===== config.mk =====
export PLATFORM = sky130hd
export DESIGN_NAME = palette_color_cycler
export DESIGN_NICKNAME = d
export VERILOG_FILES = /design/src/hdl/pcc_pkg.sv /design/src/hdl/palette_color_cycler.sv /design/src/hdl/pcc_ctrl.sv /design/src/hdl/pcc_datapath.sv
export SDC_FILE = /design/constraint.sdc
export NUM_CORES = 1
export LEC_CHECK = 0
export BUFFER_PORTS_ARGS = -buffer_cell sky130_fd_sc_hd__buf_4
export CAP_MARGIN = 40
export CORE_MARGIN = 5
export CORE_UTILIZATION = 35
export CTS_CLUSTER_DIAMETER = 100
export CTS_CLUSTER_SIZE = 24
export DETAILED_ROUTE_END_ITERATION = 10
export PLACE_DENSITY_LB_ADDON = 0.2
export REMOVE_ABC_BUFFERS = 1
export SLEW_MARGIN = 20
export SYNTH_ARGS = -nofsm -noshare
export SYNTH_HDL_FRONTEND = slang
export SYNTH_SLANG_ARGS = --single-unit

===== constraint.sdc =====
create_clock -name clock -period 26.3 [get_ports clock]
set_clock_uncertainty 0.2 [all_clocks]
set_input_delay 1.315 -clock clock [delete_from_list [all_inputs] [get_ports clock]]
set_output_delay 1.315 -clock clock [all_outputs]
set_load 0.02 [all_outputs]

===== src/hdl/pcc_pkg.sv =====
`timescale 1ns / 1ps

package pcc_pkg;

   localparam int TIME_BITS  = 32;
   localparam int RING_COUNT = 5;
   localparam int SEG_COUNT  = 6;
   localparam int GROUPS     = 4;

   localparam logic [2:0] BOUNCE_SEG   = 3'd5;
   localparam logic [7:0] BOUNCE_INDEX = 8'd254;
   localparam logic [5:0] BOUNCE_TOP   = 6'd60;
   localparam logic [5:0] BOUNCE_STEP  = 6'd4;

   localparam logic [1:0] CSR_ENABLE = 2'd0;
   localparam logic [1:0] CSR_SPEED  = 2'd1;

   localparam logic ACT_TICK    = 1'b0;
   localparam logic ACT_RESTART = 1'b1;

   typedef struct packed {
      logic       restart;
      logic       start_tick;
      logic       eval;
      logic [1:0] grp;
      logic       emit;
      logic [2:0] seg;
      logic [2:0] k;
      logic       last_k;
      logic       final_write;
   } cmd_type;

   typedef struct packed {
      logic       enabled;
      logic [3:0] due;
      logic       slot_free;
   } status_type;

   function automatic logic [7:0] base_period(input logic [1:0] g);
      case (g)
         2'd0:    base_period = 8'(1000 / 5);
         2'd1:    base_period = 8'(1000 / 7);
         2'd2:    base_period = 8'(1000 / 10);
         default: base_period = 8'(1000 / 30);
      endcase
   endfunction

   function automatic logic [7:0] ring_base(input logic [2:0] s);
      case (s)
         3'd0:    ring_base = 8'd229;
         3'd1:    ring_base = 8'd248;
         3'd2:    ring_base = 8'd238;
         3'd3:    ring_base = 8'd243;
         3'd4:    ring_base = 8'd233;
         default: ring_base = BOUNCE_INDEX;
      endcase
   endfunction

   function automatic logic [4:0] ring_start(input logic [2:0] s);
      case (s)
         3'd0:    ring_start = 5'd0;
         3'd1:    ring_start = 5'd4;
         3'd2:    ring_start = 5'd10;
         3'd3:    ring_start = 5'd15;
         3'd4:    ring_start = 5'd20;
         default: ring_start = 5'd0;
      endcase
   endfunction

   // bounce segment is a single write
   function automatic logic [2:0] ring_len(input logic [2:0] s);
      case (s)
         3'd0:    ring_len = 3'd4;
         3'd1:    ring_len = 3'd6;
         3'd2:    ring_len = 3'd5;
         3'd3:    ring_len = 3'd5;
         3'd4:    ring_len = 3'd5;
         default: ring_len = 3'd1;
      endcase
   endfunction

   // {red, green, blue}, six bits each
   function automatic logic [17:0] color_rom(input logic [4:0] i);
      case (i)
         5'd0:    color_rom = {6'd0,  6'd27, 6'd0};
         5'd1:    color_rom = {6'd2,  6'd28, 6'd1};
         5'd2:    color_rom = {6'd6,  6'd30, 6'd3};
         5'd3:    color_rom = {6'd10, 6'd32, 6'd6};
         5'd4:    color_rom = {6'd20, 6'd15, 6'd10};
         5'd5:    color_rom = {6'd18, 6'd14, 6'd10};
         5'd6:    color_rom = {6'd16, 6'd13, 6'd9};
         5'd7:    color_rom = {6'd15, 6'd12, 6'd9};
         5'd8:    color_rom = {6'd13, 6'd11, 6'd8};
         5'd9:    color_rom = {6'd12, 6'd10, 6'd8};
         5'd10:   color_rom = {6'd63, 6'd0,  6'd0};
         5'd11:   color_rom = {6'd53, 6'd0,  6'd0};
         5'd12:   color_rom = {6'd36, 6'd10, 6'd2};
         5'd13:   color_rom = {6'd63, 6'd29, 6'd0};
         5'd14:   color_rom = {6'd63, 6'd14, 6'd0};
         5'd15:   color_rom = {6'd17, 6'd0,  6'd0};
         5'd16:   color_rom = {6'd30, 6'd0,  6'd0};
         5'd17:   color_rom = {6'd44, 6'd0,  6'd0};
         5'd18:   color_rom = {6'd30, 6'd0,  6'd0};
         5'd19:   color_rom = {6'd17, 6'd0,  6'd0};
         5'd20:   color_rom = {6'd26, 6'd26, 6'd27};
         5'd21:   color_rom = {6'd24, 6'd25, 6'd31};
         5'd22:   color_rom = {6'd21, 6'd26, 6'd35};
         5'd23:   color_rom = {6'd0,  6'd36, 6'd40};
         5'd24:   color_rom = {6'd26, 6'd46, 6'd63};
         default: color_rom = 18'd0;
      endcase
   endfunction

endpackage


===== src/hdl/palette_color_cycler.sv =====
`timescale 1ns / 1ps
// channel  ports                                             direction
// req      req_valid req_ready req_action req_now_ms         in
// rsp      rsp_valid rsp_ready rsp_palette_index rsp_red_level
//          rsp_green_level rsp_blue_level rsp_final_write    out
// csr      csr_we csr_index csr_wdata                        in, write only
//
// A tick is accepted, then the four group timers are checked one group at a time,
// then the write sequencer emits each write or skips a segment that is not due.
// Restart and disabled ticks are handled at accept and leave the block idle.
// Reset is synchronous: clears timers, ring offsets, bounce level, enable and rsp_valid; sets speed to 1.
// rsp_ready low with a beat waiting holds the sequencer; one output register holds a waiting beat.

module palette_color_cycler (
   input  logic        clock,
   input  logic        reset,
   input  logic        req_valid,
   output logic        req_ready,
   input  logic        req_action,
   input  logic [31:0] req_now_ms,
   output logic        rsp_valid,
   input  logic        rsp_ready,
   output logic [7:0]  rsp_palette_index,
   output logic [5:0]  rsp_red_level,
   output logic [5:0]  rsp_green_level,
   output logic [5:0]  rsp_blue_level,
   output logic        rsp_final_write,
   input  logic        csr_we,
   input  logic [1:0]  csr_index,
   input  logic [7:0]  csr_wdata
);

   pcc_pkg::cmd_type    cmd;
   pcc_pkg::status_type status;

   pcc_ctrl u_ctrl (
      .clock      (clock),
      .reset      (reset),
      .req_valid  (req_valid),
      .req_action (req_action),
      .req_ready  (req_ready),
      .status     (status),
      .cmd        (cmd)
   );

   pcc_datapath u_datapath (
      .clock             (clock),
      .reset             (reset),
      .csr_we            (csr_we),
      .csr_index         (csr_index),
      .csr_wdata         (csr_wdata),
      .req_now_ms        (req_now_ms),
      .cmd               (cmd),
      .status            (status),
      .rsp_valid         (rsp_valid),
      .rsp_ready         (rsp_ready),
      .rsp_palette_index (rsp_palette_index),
      .rsp_red_level     (rsp_red_level),
      .rsp_green_level   (rsp_green_level),
      .rsp_blue_level    (rsp_blue_level),
      .rsp_final_write   (rsp_final_write)
   );

endmodule


===== src/hdl/pcc_ctrl.sv =====
`timescale 1ns / 1ps

module pcc_ctrl (
   input  logic                clock,
   input  logic                reset,
   input  logic                req_valid,
   input  logic                req_action,
   output logic                req_ready,
   input  pcc_pkg::status_type status,
   output pcc_pkg::cmd_type    cmd
);

   localparam logic [1:0] ST_IDLE = 2'd0;
   localparam logic [1:0] ST_EVAL = 2'd1;
   localparam logic [1:0] ST_EMIT = 2'd2;

   logic [1:0] state_ff, state_in;
   logic [1:0] grp_ff, grp_in;
   logic [2:0] seg_ff, seg_in;
   logic [2:0] k_ff, k_in;

   logic [pcc_pkg::SEG_COUNT-1:0] seg_en;
   logic                          later_en;
   logic                          last_k;
   logic                          accept;

   assign req_ready = (state_ff == ST_IDLE);
   assign accept    = req_valid && req_ready;

   assign seg_en = {status.due[3], status.due[2], status.due[1],
                    status.due[0], status.due[0], status.due[0]};
   assign last_k = (k_ff == 3'(pcc_pkg::ring_len(seg_ff) - 3'd1));

   always_comb begin
      later_en = 1'b0;
      for (int i = 0; i < pcc_pkg::SEG_COUNT; i++) begin
         if ((3'(i) > seg_ff) && seg_en[i]) begin
            later_en = 1'b1;
         end
      end
   end

   always_comb begin
      state_in = state_ff;
      grp_in   = grp_ff;
      seg_in   = seg_ff;
      k_in     = k_ff;

      cmd             = '0;
      cmd.grp         = grp_ff;
      cmd.seg         = seg_ff;
      cmd.k           = k_ff;
      cmd.last_k      = last_k;
      cmd.final_write = last_k && !later_en;

      case (state_ff)
         ST_IDLE: begin
            if (accept) begin
               if (req_action == pcc_pkg::ACT_RESTART) begin
                  cmd.restart = 1'b1;
               end else if (status.enabled) begin
                  cmd.start_tick = 1'b1;
                  grp_in         = 2'd0;
                  state_in       = ST_EVAL;
               end
            end
         end
         ST_EVAL: begin
            cmd.eval = 1'b1;
            grp_in   = 2'(grp_ff + 2'd1);
            if (grp_ff == 2'(pcc_pkg::GROUPS - 1)) begin
               seg_in   = 3'd0;
               k_in     = 3'd0;
               state_in = ST_EMIT;
            end
         end
         ST_EMIT: begin
            if (!seg_en[seg_ff]) begin
               seg_in = 3'(seg_ff + 3'd1);
               if (seg_ff == pcc_pkg::BOUNCE_SEG) begin
                  state_in = ST_IDLE;
               end
            end else if (status.slot_free) begin
               cmd.emit = 1'b1;
               if (last_k) begin
                  k_in   = 3'd0;
                  seg_in = 3'(seg_ff + 3'd1);
                  if (seg_ff == pcc_pkg::BOUNCE_SEG) begin
                     state_in = ST_IDLE;
                  end
               end else begin
                  k_in = 3'(k_ff + 3'd1);
               end
            end
         end
         default: begin
            state_in = ST_IDLE;
         end
      endcase
   end

   always_ff @(posedge clock) begin
      if (reset) begin
         state_ff <= ST_IDLE;
         grp_ff   <= 2'd0;
         seg_ff   <= 3'd0;
         k_ff     <= 3'd0;
      end else begin
         state_ff <= state_in;
         grp_ff   <= grp_in;
         seg_ff   <= seg_in;
         k_ff     <= k_in;
      end
   end

endmodule


===== src/hdl/pcc_datapath.sv =====
`timescale 1ns / 1ps

module pcc_datapath (
   input  logic                clock,
   input  logic                reset,
   input  logic                csr_we,
   input  logic [1:0]          csr_index,
   input  logic [7:0]          csr_wdata,
   input  logic [31:0]         req_now_ms,
   input  pcc_pkg::cmd_type    cmd,
   output pcc_pkg::status_type status,
   output logic                rsp_valid,
   input  logic                rsp_ready,
   output logic [7:0]          rsp_palette_index,
   output logic [5:0]          rsp_red_level,
   output logic [5:0]          rsp_green_level,
   output logic [5:0]          rsp_blue_level,
   output logic                rsp_final_write
);

   logic                          enabled_ff;
   logic [7:0]                    speed_ff;
   logic [7:0]                    tick_speed_ff;
   logic [pcc_pkg::TIME_BITS-1:0] now_ff;
   logic [pcc_pkg::TIME_BITS-1:0] stamps_ff [pcc_pkg::GROUPS];
   logic [3:0]                    due_ff;
   logic [2:0]                    offsets_ff [pcc_pkg::RING_COUNT];
   logic [5:0]                    level_ff, level_in;
   logic                          rising_ff, rising_in;

   logic                          rsp_valid_ff;
   logic [7:0]                    index_ff, index_in;
   logic [17:0]                   color_ff, color_in;
   logic                          final_ff;

   logic [15:0]                   period;
   logic [pcc_pkg::TIME_BITS-1:0] elapsed;
   logic                          fire;

   logic [2:0] len;
   logic [2:0] off_sel;
   logic [2:0] start;
   logic [3:0] sum;
   logic [2:0] entry;
   logic [2:0] off_next;
   logic       is_bounce;

   assign status.enabled   = enabled_ff;
   assign status.due       = due_ff;
   assign status.slot_free = !rsp_valid_ff || rsp_ready;

   // group timer compare
   assign period  = 16'(pcc_pkg::base_period(cmd.grp)) * 16'(tick_speed_ff);
   assign elapsed = pcc_pkg::TIME_BITS'(now_ff - stamps_ff[cmd.grp]);
   assign fire    = (elapsed >= pcc_pkg::TIME_BITS'(period));

   // ring entry select
   assign is_bounce = (cmd.seg == pcc_pkg::BOUNCE_SEG);
   assign len       = pcc_pkg::ring_len(cmd.seg);
   assign off_sel   = is_bounce ? 3'd0 : offsets_ff[cmd.seg];
   assign start     = (off_sel >= len) ? 3'd0 : off_sel;
   assign sum       = {1'b0, start} + {1'b0, cmd.k};
   assign entry     = (sum >= {1'b0, len}) ? 3'(sum - {1'b0, len}) : sum[2:0];
   assign off_next  = (start == 3'd0) ? 3'(len - 3'd1) : 3'(start - 3'd1);

   always_comb begin
      rising_in = rising_ff;
      if (level_ff == 6'd0 || level_ff == pcc_pkg::BOUNCE_TOP) begin
         rising_in = !rising_ff;
      end
      level_in = rising_in ? 6'(level_ff + pcc_pkg::BOUNCE_STEP)
                           : 6'(level_ff - pcc_pkg::BOUNCE_STEP);
   end

   always_comb begin
      if (is_bounce) begin
         index_in = pcc_pkg::BOUNCE_INDEX;
         color_in = {level_in, 6'd0, 6'd0};
      end else begin
         index_in = 8'(pcc_pkg::ring_base(cmd.seg) + {5'd0, cmd.k});
         color_in = pcc_pkg::color_rom(5'(pcc_pkg::ring_start(cmd.seg) + {2'd0, entry}));
      end
   end

   always_ff @(posedge clock) begin
      if (reset) begin
         enabled_ff <= 1'b0;
         speed_ff   <= 8'd1;
      end else if (csr_we) begin
         case (csr_index)
            pcc_pkg::CSR_ENABLE: enabled_ff <= csr_wdata[0];
            pcc_pkg::CSR_SPEED:  speed_ff   <= csr_wdata;
            default: ;
         endcase
      end
   end

   always_ff @(posedge clock) begin
      if (cmd.start_tick) begin
         now_ff        <= pcc_pkg::TIME_BITS'(req_now_ms);
         tick_speed_ff <= speed_ff;
      end
   end

   always_ff @(posedge clock) begin
      if (reset) begin
         for (int i = 0; i < pcc_pkg::GROUPS; i++) begin
            stamps_ff[i] <= '0;
         end
         due_ff <= 4'd0;
      end else if (cmd.restart) begin
         for (int i = 0; i < pcc_pkg::GROUPS; i++) begin
            stamps_ff[i] <= '0;
         end
      end else if (cmd.start_tick) begin
         due_ff <= 4'd0;
      end else if (cmd.eval && fire) begin
         due_ff[cmd.grp]    <= 1'b1;
         stamps_ff[cmd.grp] <= now_ff;
      end
   end

   always_ff @(posedge clock) begin
      if (reset) begin
         for (int i = 0; i < pcc_pkg::RING_COUNT; i++) begin
            offsets_ff[i] <= 3'd0;
         end
         level_ff  <= 6'd0;
         rising_ff <= 1'b0;
      end else if (cmd.emit) begin
         if (is_bounce) begin
            level_ff  <= level_in;
            rising_ff <= rising_in;
         end else if (cmd.last_k) begin
            offsets_ff[cmd.seg] <= off_next;
         end
      end
   end

   always_ff @(posedge clock) begin
      if (reset) begin
         rsp_valid_ff <= 1'b0;
      end else if (cmd.emit) begin
         rsp_valid_ff <= 1'b1;
      end else if (rsp_ready) begin
         rsp_valid_ff <= 1'b0;
      end
   end

   always_ff @(posedge clock) begin
      if (cmd.emit) begin
         index_ff <= index_in;
         color_ff <= color_in;
         final_ff <= cmd.final_write;
      end
   end

   assign rsp_valid         = rsp_valid_ff;
   assign rsp_palette_index = index_ff;
   assign rsp_red_level     = color_ff[17:12];
   assign rsp_green_level   = color_ff[11:6];
   assign rsp_blue_level    = color_ff[5:0];
   assign rsp_final_write   = final_ff;

endmodule


==> out/qor.txt, run 1 <==
via-per-instance ratio: 5.291
number of synthesized flops with an enable pin: 219
utilization after layout: 0.3952
synthesized area per cell: 11.05 um2
detailed router's first-iteration violation count: 802
placed cell count: 2103
clock power share: 0.326
hold path depth: 0
Final Power: 0.8386 mW
hold_buf cts: 0
measured slew at the worst slew-check pin: 0.7673 ns
post-detail-place hpwl: 27930 um
Hold Slack: 0.2295 ns
WP data required: 26.36 ns
Setup Buffers After CTS: 0
Pwr Density: 46.55 mW/mm2
Net Sw Frac: 0.2596
reg2reg setup slack: 17.54 ns
layout cells sized above 1: 0.1209
Sequential Area: 0.007258 mm2
ys flop type: edfxtp_1
Worst Path Buf+Inv: 7
max_slew headroom: 0.4884
M1 WL: 17610 um
Top Layer Used: met5
IO Count: 77
multi-input logic area: 0.008204 mm2
final wirelength: 39100 um
Peak VDD IR: 0.03378 mV
# Max-Cap Violations: 0
LEAKAGE: 6.977 nW
initial core utilization: 0.3554
initial antenna violation count: 1
synth top area cells: edfxtp_1 41%, ha_1 10%, nor3b_1 5.8%, mux4_2 5.3%, dfxtp_1 4.2%
Seq/Total Area, Yosys: 0.4481
vias in the first global route: 11210
Syn Inst Count: 1466
DR pass1 iterations: 5
Synth Warn #: 0
# port buffers: 76
Critical R2R Capture: u_datapath.color_ff[14]$_DFFE_PP_
largest net degree at the start of global routing: 71
most used cell along the critical path: inv_1
total CTS buffers: 16
grt ovf: 0
clock buffer depth: 3
Worst path max stage delay: 0.88 ns
synthesized cell area: 0.01620 mm2
Synth Register Bits: 253
Netlist cell types: 67
met3 routed WL: 1745 um
Setup CP Type: flip-flop to flip-flop
Hold Startpoint: u_datapath.speed_ff[2]$_SDFFE_PP0P_
final period utilization: 0.3331
Area Overhead vs Synth: 11.23%
CTS H-tree lvls: 1
Die Wd: 225.1 um
gr usage total: 0.1521
CP Launch Type: flip-flop
CTS tree: yes
Int Pwr: 0.6209 mW
Hold WC Path Type: flip-flop to flip-flop
r2r startpoint: u_ctrl.seg_ff[0]$_SDFFE_PP0P_
Comb pwr share: 0.135
unrepaired setup endpoints after global routing: no
DR WL met2: 19030 um
Layout Nets: 1734
ys async rst share: 0
first-pass GRT wire length: 62770 um
clock-pin slew on the worst setup and hold paths: 0.10 ns
path depth of the worst reg2reg path: 29
setup TNS: 0 ns
Final Non-Filler Cells: 2131
via count: 11280
status: finished, final reports clean
Root Driver: clkbuf_16
Tmin final: 8.761 ns
Flop pwr share: 0.539
post_cts resized: 0
Clock Latency Late Sink: 0.52 ns
max-slew violations: 0
chip height: 225.1 um
Synth top area share: 0.4061
Hold Path Sink: u_datapath.tick_speed_ff[2]$_DFFE_PP_
Clock Sinks: 253
Layout fillers: 4430
CP Capture Type: flip-flop
Fmax: 114.1 MHz
Final Hold Fails: 0
number of cell rows: 78
Avg WL per Cell: 18.35 um
DRC: 0
net load switching power: 0.2177 mW
Critical Path AT: 8.82 ns
cell taking the most area after synthesis: edfxtp_1
critical path peak fanout: 18
GP Congestion: 0.8155
Worst path slowest cell: fa_1
core box area: 0.04558 mm2
antenna violation net count after detailed routing: 0
final setup violation count: 0
CP top delay family: adder cells
die area: 0.05067 mm2
==> power groups by stage <==
stage | clock (mW) | sequential, mW | combinational [mW]
2_1_floorplan | 0 | 0.461 | 0.0802
3_3_place_gp | 0 | 0.461 | 0.113
3_5_place_dp | 0 | 0.461 | 0.114
4_1_cts | 0.284 | 0.452 | 0.115
5_1_grt | 0.298 | 0.453 | 0.128
6_report | 0.273 | 0.452 | 0.113
==> per-layer routing <==
| layer | GRT usage | vias up |
|---|---|---|
| li1 | - | 5412 |
| met1 | 0.2100 | 5560 |
| met2 | 0.2580 | 257 |
| met3 | 0.01915 | 44 |
| met4 | 0.03397 | 2 |
| met5 | 0 | - |
==> how the worst max path moves through the flow <==
stage                                        from                                        to  slack, ns  cells after the start
floorplan           u_ctrl.grp_ff[0]$_SDFFE_PP0P_  u_datapath.stamps_ff[0][0]$_SDFFCE_PN0P_       4.28                     31
global placement    u_ctrl.grp_ff[0]$_SDFFE_PP0P_  u_datapath.stamps_ff[0][5]$_SDFFCE_PN0P_      17.61                     31
detailed placement  u_ctrl.seg_ff[0]$_SDFFE_PP0P_         u_datapath.color_ff[14]$_DFFE_PP_      17.62                     29
CTS                 u_ctrl.grp_ff[0]$_SDFFE_PP0P_  u_datapath.stamps_ff[1][6]$_SDFFCE_PN0P_      17.56                     31
global route        u_ctrl.seg_ff[0]$_SDFFE_PP0P_         u_datapath.color_ff[14]$_DFFE_PP_      16.88                     29
finish              u_ctrl.seg_ff[0]$_SDFFE_PP0P_         u_datapath.color_ff[14]$_DFFE_PP_      17.54                     29
==> registers in the layout (all words and copies together) (netlist names), 2 cells and up, named ones only <==
register and cells:
u_ctrl.grp_ff 2, u_ctrl.k_ff 3, u_datapath.color_ff 18, u_ctrl.state_ff 2
u_datapath.offsets_ff 24, u_datapath.level_ff 4, u_ctrl.seg_ff 3, u_datapath.rsp_palette_index 8
u_datapath.speed_ff 8, u_datapath.now_ff 32, u_datapath.tick_speed_ff 8, u_datapath.stamps_ff 128
u_datapath.due_ff 4
==> cells in the final DEF (no fill, tap or decap), drive strengths merged, types with 7 or more instances in the layout <==
cell type,instances
xnor2,34
dfxtp,34
a21o,22
nor2b,18
nand2,82
a31oi,7
ha,130
o21ai,54
o21bai,9
a211oi,7
edfxtp,219
clkbuf,21
nor3b,126
a21oi,94
and2,47
o21a,9
fa,34
o31ai,8
nor3,23
o211ai,9
nand4,13
nor2,95
nor4,7
buf,101
xor2,14
conb,9
nand3,11
mux2i,20
mux4,38
inv,138
nand2b,10
and3,14
==> Yosys cell counts, types with 5 or more instances <==
cell	n
o21a_1	9
nand3b_1	6
xor2_1	14
nor2b_1	18
a211oi_1	6
o22ai_1	5
o21ai_1	5
ha_1	130
clkbuf_1	47
or2_2	6
a22oi_1	6
fa_1	34
or3_1	6
inv_1	135
a21o_1	22
nand3_1	11
nor2_1	95
a21oi_1	92
dfxtp_1	34
a311oi_1	5
mux2i_1	20
o21bai_1	9
nor4_1	7
o31ai_1	8
xnor2_1	34
mux4_2	38
and3_1	14
edfxtp_1	219
a31oi_1	7
o21ai_0	49
buf_6	5
nand2_1	82
nor3b_1	126
o211ai_1	9
and2_1	47
buf_2	14
nand4_1	13
nor3_1	23
nand2b_1	10
buf_1	5
==> per-stage QoR <==
stage | area, um2 | setup WS [ns]
6_report | 18010 | 17.54
3_5_place_dp | 17470 | 17.62
2_1_floorplan | 15900 | 4.284
5_1_grt | 18010 | 16.88
4_1_cts | 17980 | 17.56
3_3_place_gp | 17450 | 17.61
==> cell type report <==
type | instances | area share
clock buffer | 21 | 0.02445
sequential | 253 | 0.4029
antenna | 1 | 0.0001389
inverter | 136 | 0.02834
multi-input combinational | 1014 | 0.4554
clock inverter | 5 | 0.004168
tap | 600 | 0.04168
timing repair buffer | 101 | 0.04286
==> kinds of logic (layout without fill, tap and decap cells) <==
logic type,after synthesis,in the layout,share of synthesized area
buf+inv,207,263,0.05138
flops,253,253,0.4481
fa+ha+maj,164,164,0.1425
xor+xnor,48,48,0.02596
mux,62,62,0.06798
other cells,1,10,0.0002315
compound gates,261,261,0.1014
simple gates,470,470,0.1625
(Power assumes the default switching activity.)
==> run 2: changes to the inputs <==
clock period = 7.65 ns   (was 26.3 ns; I/O delays follow)
==> run 2 against run 1 <==
Net effect: final cell count up 4.0%; non-clock buffer count rose by 87; cell area up 5.1%; register-to-register slack worse by 17 ns; sequential cell count stayed put; utilization grew 2.0 points; first-iteration DRC count shrank 6.0%; highest routed layer is now met4.
==> out/qor.txt, run 2 (same netlist as run 1, synthesis figures left out) <==
DR pass1 iterations: 5 (unchanged)
CP top delay family: adder cells
Worst Path Buf+Inv: 8 (+1)
status: finished, final reports clean
vias in the first global route: 11780 (+5.0%)
initial core utilization: 0.3554 (unchanged)
CP Depth: 32 (+10%)
most frequent cells in the layout: 219 x edfxtp_1, 134 x inv_1, 129 x ha_1, 129 x buf_4, 126 x nor3b_1
Fmax: 137.4 MHz (+20%)
setup TNS: 0 ns (unchanged)
Worst path max stage delay: 0.54 ns (-0.34 ns)
utilization after layout: 0.4155 (+0.02029)
Worst path slowest cell: fa_1
max_slew headroom: 0.5499 (+0.06144)
total CTS buffers: 16 (unchanged)
final period utilization: 0.9510 (+0.6179)
Peak VDD IR: 0.1329 mV (+290%)
largest net degree at the start of global routing: 51 (-28%)
hold path depth: 3 (+3)
Reg with most FFs: u_datapath.stamps_ff
Critical Path AT: 7.35 ns (-1.47 ns)
antenna violation net count after detailed routing: 0 (unchanged)
CTS tree: yes
largest registers: u_datapath.stamps_ff: 128 flops, u_datapath.now_ff: 32 flops, u_datapath.offsets_ff: 24 flops
Pwr Density: 153.5 mW/mm2 (+230%)
clock buffer depth: 3 (unchanged)
CTS H-tree lvls: 1 (unchanged)
max-slew violations: 0 (unchanged)
Clock Sinks: 253 (unchanged)
path depth of the worst reg2reg path: 32 (+10%)
detailed router's first-iteration violation count: 754 (-6.0%)
DRC: 0 (unchanged)
core box area: 0.04558 mm2 (unchanged)
Root Driver: clkbuf_16
PnR worst setup slack: 0.3745 ns (-17.16 ns)
reg2reg setup slack: 0.37 ns (-17.16 ns)
LEAKAGE: 7.431 nW (+6.5%)
Tmin final: 7.275 ns (-1.485 ns)
Layout Nets: 1821 (+5.0%)
via-per-instance ratio: 5.196 (-1.8%)
Die Wd: 225.1 um (unchanged)
Area Overhead vs Synth: 16.93%
Hold WC Path Type: input pin to flip-flop
measured slew at the worst slew-check pin: 0.6695 ns (-0.09789 ns)
Avg WL per Cell: 18.37 um (+0.13%)
first-pass GRT wire length: 64550 um (+2.8%)
# Max-Cap Violations: 0 (unchanged)
CP Capture Type: flip-flop
WP data required: 7.72 ns (-18.64 ns)
number of cell rows: 78 (unchanged)
clock-pin slew on the worst setup and hold paths: 0.09 ns (about the same)
via count: 11520 (+2.1%)
# port buffers: 76 (unchanged)
CP Launch Type: flip-flop
critical path peak fanout: 13 (-5)
Largest register FFs: 128 (unchanged)
gr usage total: 0.1561 (+0.003928)
final wirelength: 40710 um (+4.1%)
Final Hold Fails: 0 (unchanged)
chip height: 225.1 um (unchanged)
die area: 0.05067 mm2 (unchanged)
Clock Latency Late Sink: 0.52 ns (about the same)
initial antenna violation count: 0 (-1)
most used cell along the critical path: inv_1
post-detail-place hpwl: 29480 um (+5.5%)
Final Power: 2.906 mW (+250%)
DP Worst Slack: 0.1065 ns (-17.51 ns)
# diodes: 0 (-1)
grt ovf: 0 (unchanged)
most common cell after layout, fill and taps aside: edfxtp_1
GP Congestion: 0.8576 (+5.2%)
final setup violation count: 0 (unchanged)
IO Count: 77 (unchanged)
layout cells sized above 1: 0.1498 (+0.02884)
Setup CP Type: flip-flop to flip-flop
==> run 2: changes by cell type in the layout (fill, tap and decap cells not counted), sizes merged <==
cell / delta
inv: -2
dlygate4sd3: +41
buf: +42
diode: -1
clkbuf: +4
clkinv: +1
==> run 2: area by class of cell <==
cell class | instances | area, um2
Clock buffer | 21 | 440.4
Clock inverter | 4 | 75.07
Fill cell | 4329 | 26640
Inverter | 136 | 510.5
Multi-Input combinational cell | 1014 | 8232
Sequential cell | 253 | 7266
Tap cell | 600 | 750.7
Timing Repair Buffer | 188 | 1664
==> run 2: report_power, final <==
| part | switching (mW) | total, mW | internal (mW) |
|---|---|---|---|
| clock network | 0.493 | 0.921 | 0.428 |
| logic | 0.233 | 0.431 | 0.198 |
| registers | 0.0155 | 1.55 | 1.54 |
| total | 0.741 | 2.91 | 2.16 |
==> run 2: path summary, 6_finish.rpt <==
check,from,to
max,u_ctrl.grp_ff[0]$_SDFFE_PP0P_,u_datapath.stamps_ff[2][4]$_SDFFCE_PN0P_
min,rsp_ready,u_datapath.rsp_valid$_SDFFE_PP0P_
max reg2reg,u_ctrl.grp_ff[0]$_SDFFE_PP0P_,u_datapath.stamps_ff[2][4]$_SDFFCE_PN0P_
min reg2reg,u_datapath.speed_ff[3]$_SDFFE_PP0P_,u_datapath.tick_speed_ff[3]$_DFFE_PP_
==> run 2: layer usage <==
metal | GRT usage | part of all wire
met5 | 0 | 0
met4 | 0.03085 | 0.015
met3 | 0.01654 | 0.033
met2 | 0.2741 | 0.50
met1 | 0.2112 | 0.46
==> run 2: timing repair <==
action | CTS | global route
endpoints found under the setup margin | 0 | 260
setup buffers | 0 | 19
endpoints found under the hold margin | 41 | 0
gates resized for setup | 0 | 28
hold buffers | 41 | 0
==> run 2: tightest hold or removal path, cell delays in order <==
cell and delay, ns:
buf_4 0.07, nand2b_1 0.15, a21oi_1 0.09
==> run 2: stage by stage <==
step	instances	instance area, um2	hold slack (ns)
final	2216	18940	0.03837
after global routing	2216	18940	0.03022
after CTS	2193	18610	0.01417
after detailed placement	2127	17690	0.2207
after global placement	2125	17680	0.2203
after floorplan	1403	15900	0.2080
==> run 3: changes to the inputs <==
ABC_AREA = 1   (was unset)
==> run 3 against run 2 <==
Net effect: die area grew 2.1%; critical endpoint is now u_datapath.stamps_ff[2][1]$_SDFFCE_PN0P_; combinational power grew 23%; final cell count grew 23%; power grew 4.5%; largest cell class unchanged; critical path type unchanged; sequential power is essentially flat; synthesized cell count grew 35%; worst setup slack gained 0.17 ns.
==> out/qor.txt, run 3 <==
status: finished, final reports clean
die area: 0.05172 mm2 (+2.1%)
largest registers: u_datapath.stamps_ff: 128 flops, u_datapath.now_ff: 32 flops, u_datapath.offsets_ff: 24 flops
Worst path slowest cell: fa_1
DRC: 0 (unchanged)
core box area: 0.04665 mm2 (+2.4%)
Layout fillers: 4698 (+8.5%)
Worst path max stage delay: 0.54 ns (about the same)
Pwr Density: 159.8 mW/mm2 (+4.1%)
Synth Register Bits: 253 (unchanged)
CP Capture Type: flip-flop
detailed router's first-iteration violation count: 865 (+15%)
first-pass GRT wire length: 69870 um (+8.2%)
max-slew violations: 0 (unchanged)
GP Congestion: 0.8929 (+4.1%)
final period utilization: 0.9289 (-0.02210)
DR pass1 iterations: 6 (+1)
Synth top area share: 0.3975 (-0.008598)
utilization after layout: 0.4072 (-0.008372)
dominant cell by count in the synthesized netlist: nand2_1
Tmin final: 7.106 ns (-0.1691 ns)
Hold WC Path Type: input pin to flip-flop
synthesized cell area: 0.01655 mm2 (+2.2%)
gr usage total: 0.1694 (+0.01332)
clock-pin slew on the worst setup and hold paths: 0.09 ns (about the same)
Reg with most FFs: u_datapath.stamps_ff
Syn Inst Count: 1978 (+35%)
CTS tree: yes
Die Wd: 227.4 um (+1.0%)
most frequent cells in the layout: 472 x nand2_1, 337 x inv_1, 311 x nor2_1, 219 x edfxtp_1, 128 x ha_1
Seq/Total Area, Yosys: 0.4386 (-0.009488)
Clock Latency Late Sink: 0.52 ns (about the same)
CP Launch Type: flip-flop
grt ovf: 0 (unchanged)
CTS H-tree lvls: 1 (unchanged)
LEAKAGE: 9.112 nW (+23%)
synth top area cells: edfxtp_1 40%, nand2_1 11%, ha_1 9.8%, inv_1 7.7%, nor2_1 7.2%
chip height: 227.4 um (+1.0%)
vias in the first global route: 13060 (+11%)
Root Driver: clkbuf_16
Layout Nets: 2316 (+27%)
initial core utilization: 0.3546 (-0.0007057)
Area Overhead vs Synth: 14.81%
IO Count: 77 (unchanged)
Critical Path AT: 7.19 ns (-0.16 ns)
total CTS buffers: 17 (+1)
initial antenna violation count: 2 (+2)
Netlist cell types: 57 (-15%)
final setup violation count: 0 (unchanged)
synthesized area per cell: 8.365 um2 (-24%)
measured slew at the worst slew-check pin: 0.7721 ns (+0.1026 ns)
Setup Buffers After CTS: 0 (unchanged)
layout cells sized above 1: 0.07776 (-0.07199)
most common cell after layout, fill and taps aside: nand2_1
Fmax: 140.7 MHz (+2.4%)
number of synthesized flops with an enable pin: 219 (unchanged)
hold path depth: 2 (-1)
final wirelength: 44300 um (+8.8%)
WP data required: 7.73 ns (about the same)
Final Hold Fails: 0 (unchanged)
post-detail-place hpwl: 32290 um (+9.6%)
Peak VDD IR: 0.1507 mV (+13%)
unrepaired setup endpoints after global routing: no
# Max-Cap Violations: 0 (unchanged)
largest net degree at the start of global routing: 46 (-9.8%)
clock buffer depth: 3 (unchanged)
critical path peak fanout: 14 (+1)
Clock Sinks: 253 (unchanged)
ys flop type: edfxtp_1
antenna violation net count after detailed routing: 0 (unchanged)
top cells by count, synth: 473 x nand2_1, 339 x inv_1, 316 x nor2_1
Largest register FFs: 128 (unchanged)
cell taking the most area after synthesis: edfxtp_1
number of cell rows: 79 (+1.3%)
Synth Warn #: 0 (unchanged)
path depth of the worst reg2reg path: 39 (+22%)
# port buffers: 76 (unchanged)
ys async rst share: 0 (unchanged)
Setup CP Type: flip-flop to flip-flop
max_slew headroom: 0.4813 (-0.06856)
via count: 13240 (+15%)
setup TNS: 0 ns (unchanged)
Avg WL per Cell: 16.30 um (-11%)
via-per-instance ratio: 4.872 (-6.2%)
[run 3: what timing repair did]
item,in CTS,in global routing
endpoints found under the hold margin,41,0
hold buffers,43,0
gates resized for setup,0,36
setup endpoints to repair,0,241
[run 3: where the power goes]
group          switching (mW)  internal [mW]  total, mW  leakage, nW
clock                   0.514          0.433      0.946        0.258
combinational           0.323          0.208      0.531         6.38
sequential             0.0161           1.54       1.56         2.48
total                   0.852           2.18       3.04         9.11
[run 3: layer usage]
metal | up-vias | part of all wire | global-route usage
li1 | 6620 | - | -
met1 | 6248 | 0.44 | 0.2232
met2 | 322 | 0.49 | 0.3014
met3 | 52 | 0.046 | 0.02089
met4 | 0 | 0.019 | 0.03472
met5 | - | 0 | 0
[run 3: cells by family (layout without fill, tap and decap cells)]
logic type               after synthesis  after routing  synth area share
other                                  1             11         0.0002266
XOR/XNOR                              37             37           0.01959
AND/OR/NAND/NOR                      900            900            0.2185
buffers and inverters                391            514           0.09483
adder cells (fa/ha/maj)              164            164            0.1394
multiplexers                           6              6          0.003630
AO/OA/AOI/OAI                        226            226           0.08515
flip-flops                           253            253            0.4386
[run 3: final timing paths]
| check | start | to | slack (ns) |
|---|---|---|---|
| max reg2reg | u_ctrl.grp_ff[1]$_SDFFE_PP0P_ | u_datapath.stamps_ff[2][1]$_SDFFCE_PN0P_ | 0.54 |
| min | reset | u_datapath.level_ff[2]$_SDFFE_PP0P_ | 0.03 |
| min reg2reg | u_datapath.speed_ff[3]$_SDFFE_PP0P_ | u_datapath.tick_speed_ff[3]$_DFFE_PP_ | 0.24 |
| max | u_ctrl.grp_ff[1]$_SDFFE_PP0P_ | u_datapath.stamps_ff[2][1]$_SDFFCE_PN0P_ | 0.54 |
[run 3: metrics by stage]
step	setup slack (ns)	hold WS [ns]	area (um2)	cells	power, mW
3_5_place_dp	0.2828	0.2140	17830	2645	2.093
4_1_cts	0.2272	0.0002314	18790	2712	3.067
3_3_place_gp	0.4015	0.2191	17810	2644	2.086
6_report	0.5436	0.02969	19000	2718	3.036
5_1_grt	0.001993	0.02368	19000	2718	3.204
2_1_floorplan	0.2345	0.2030	16290	1937	1.942
[run 3: final cells by class]
cell class,count,area (um2),area share
inverter,342,1284,0.06758
timing repair buffer,148,1345,0.07081
sequential,253,7261,0.3822
clock inverter,6,105.1,0.005533
multi-input combinational,1342,7807,0.4110
antenna,2,5.005,0.0002635
tap,607,759.5,0.03998
clock buffer,18,429.2,0.02259
[run 3: worst max-delay path: cells and delay by family (launching register included)]
kind | cells | cell delay, ns
adder cells (fa/ha/maj) | 7 | 2.84
AND/OR/NAND/NOR | 19 | 1.84
AO/OA/AOI/OAI | 5 | 0.75
buffers and inverters | 7 | 0.70
flip-flops | 1 | 0.35
XOR/XNOR | 1 | 0.14
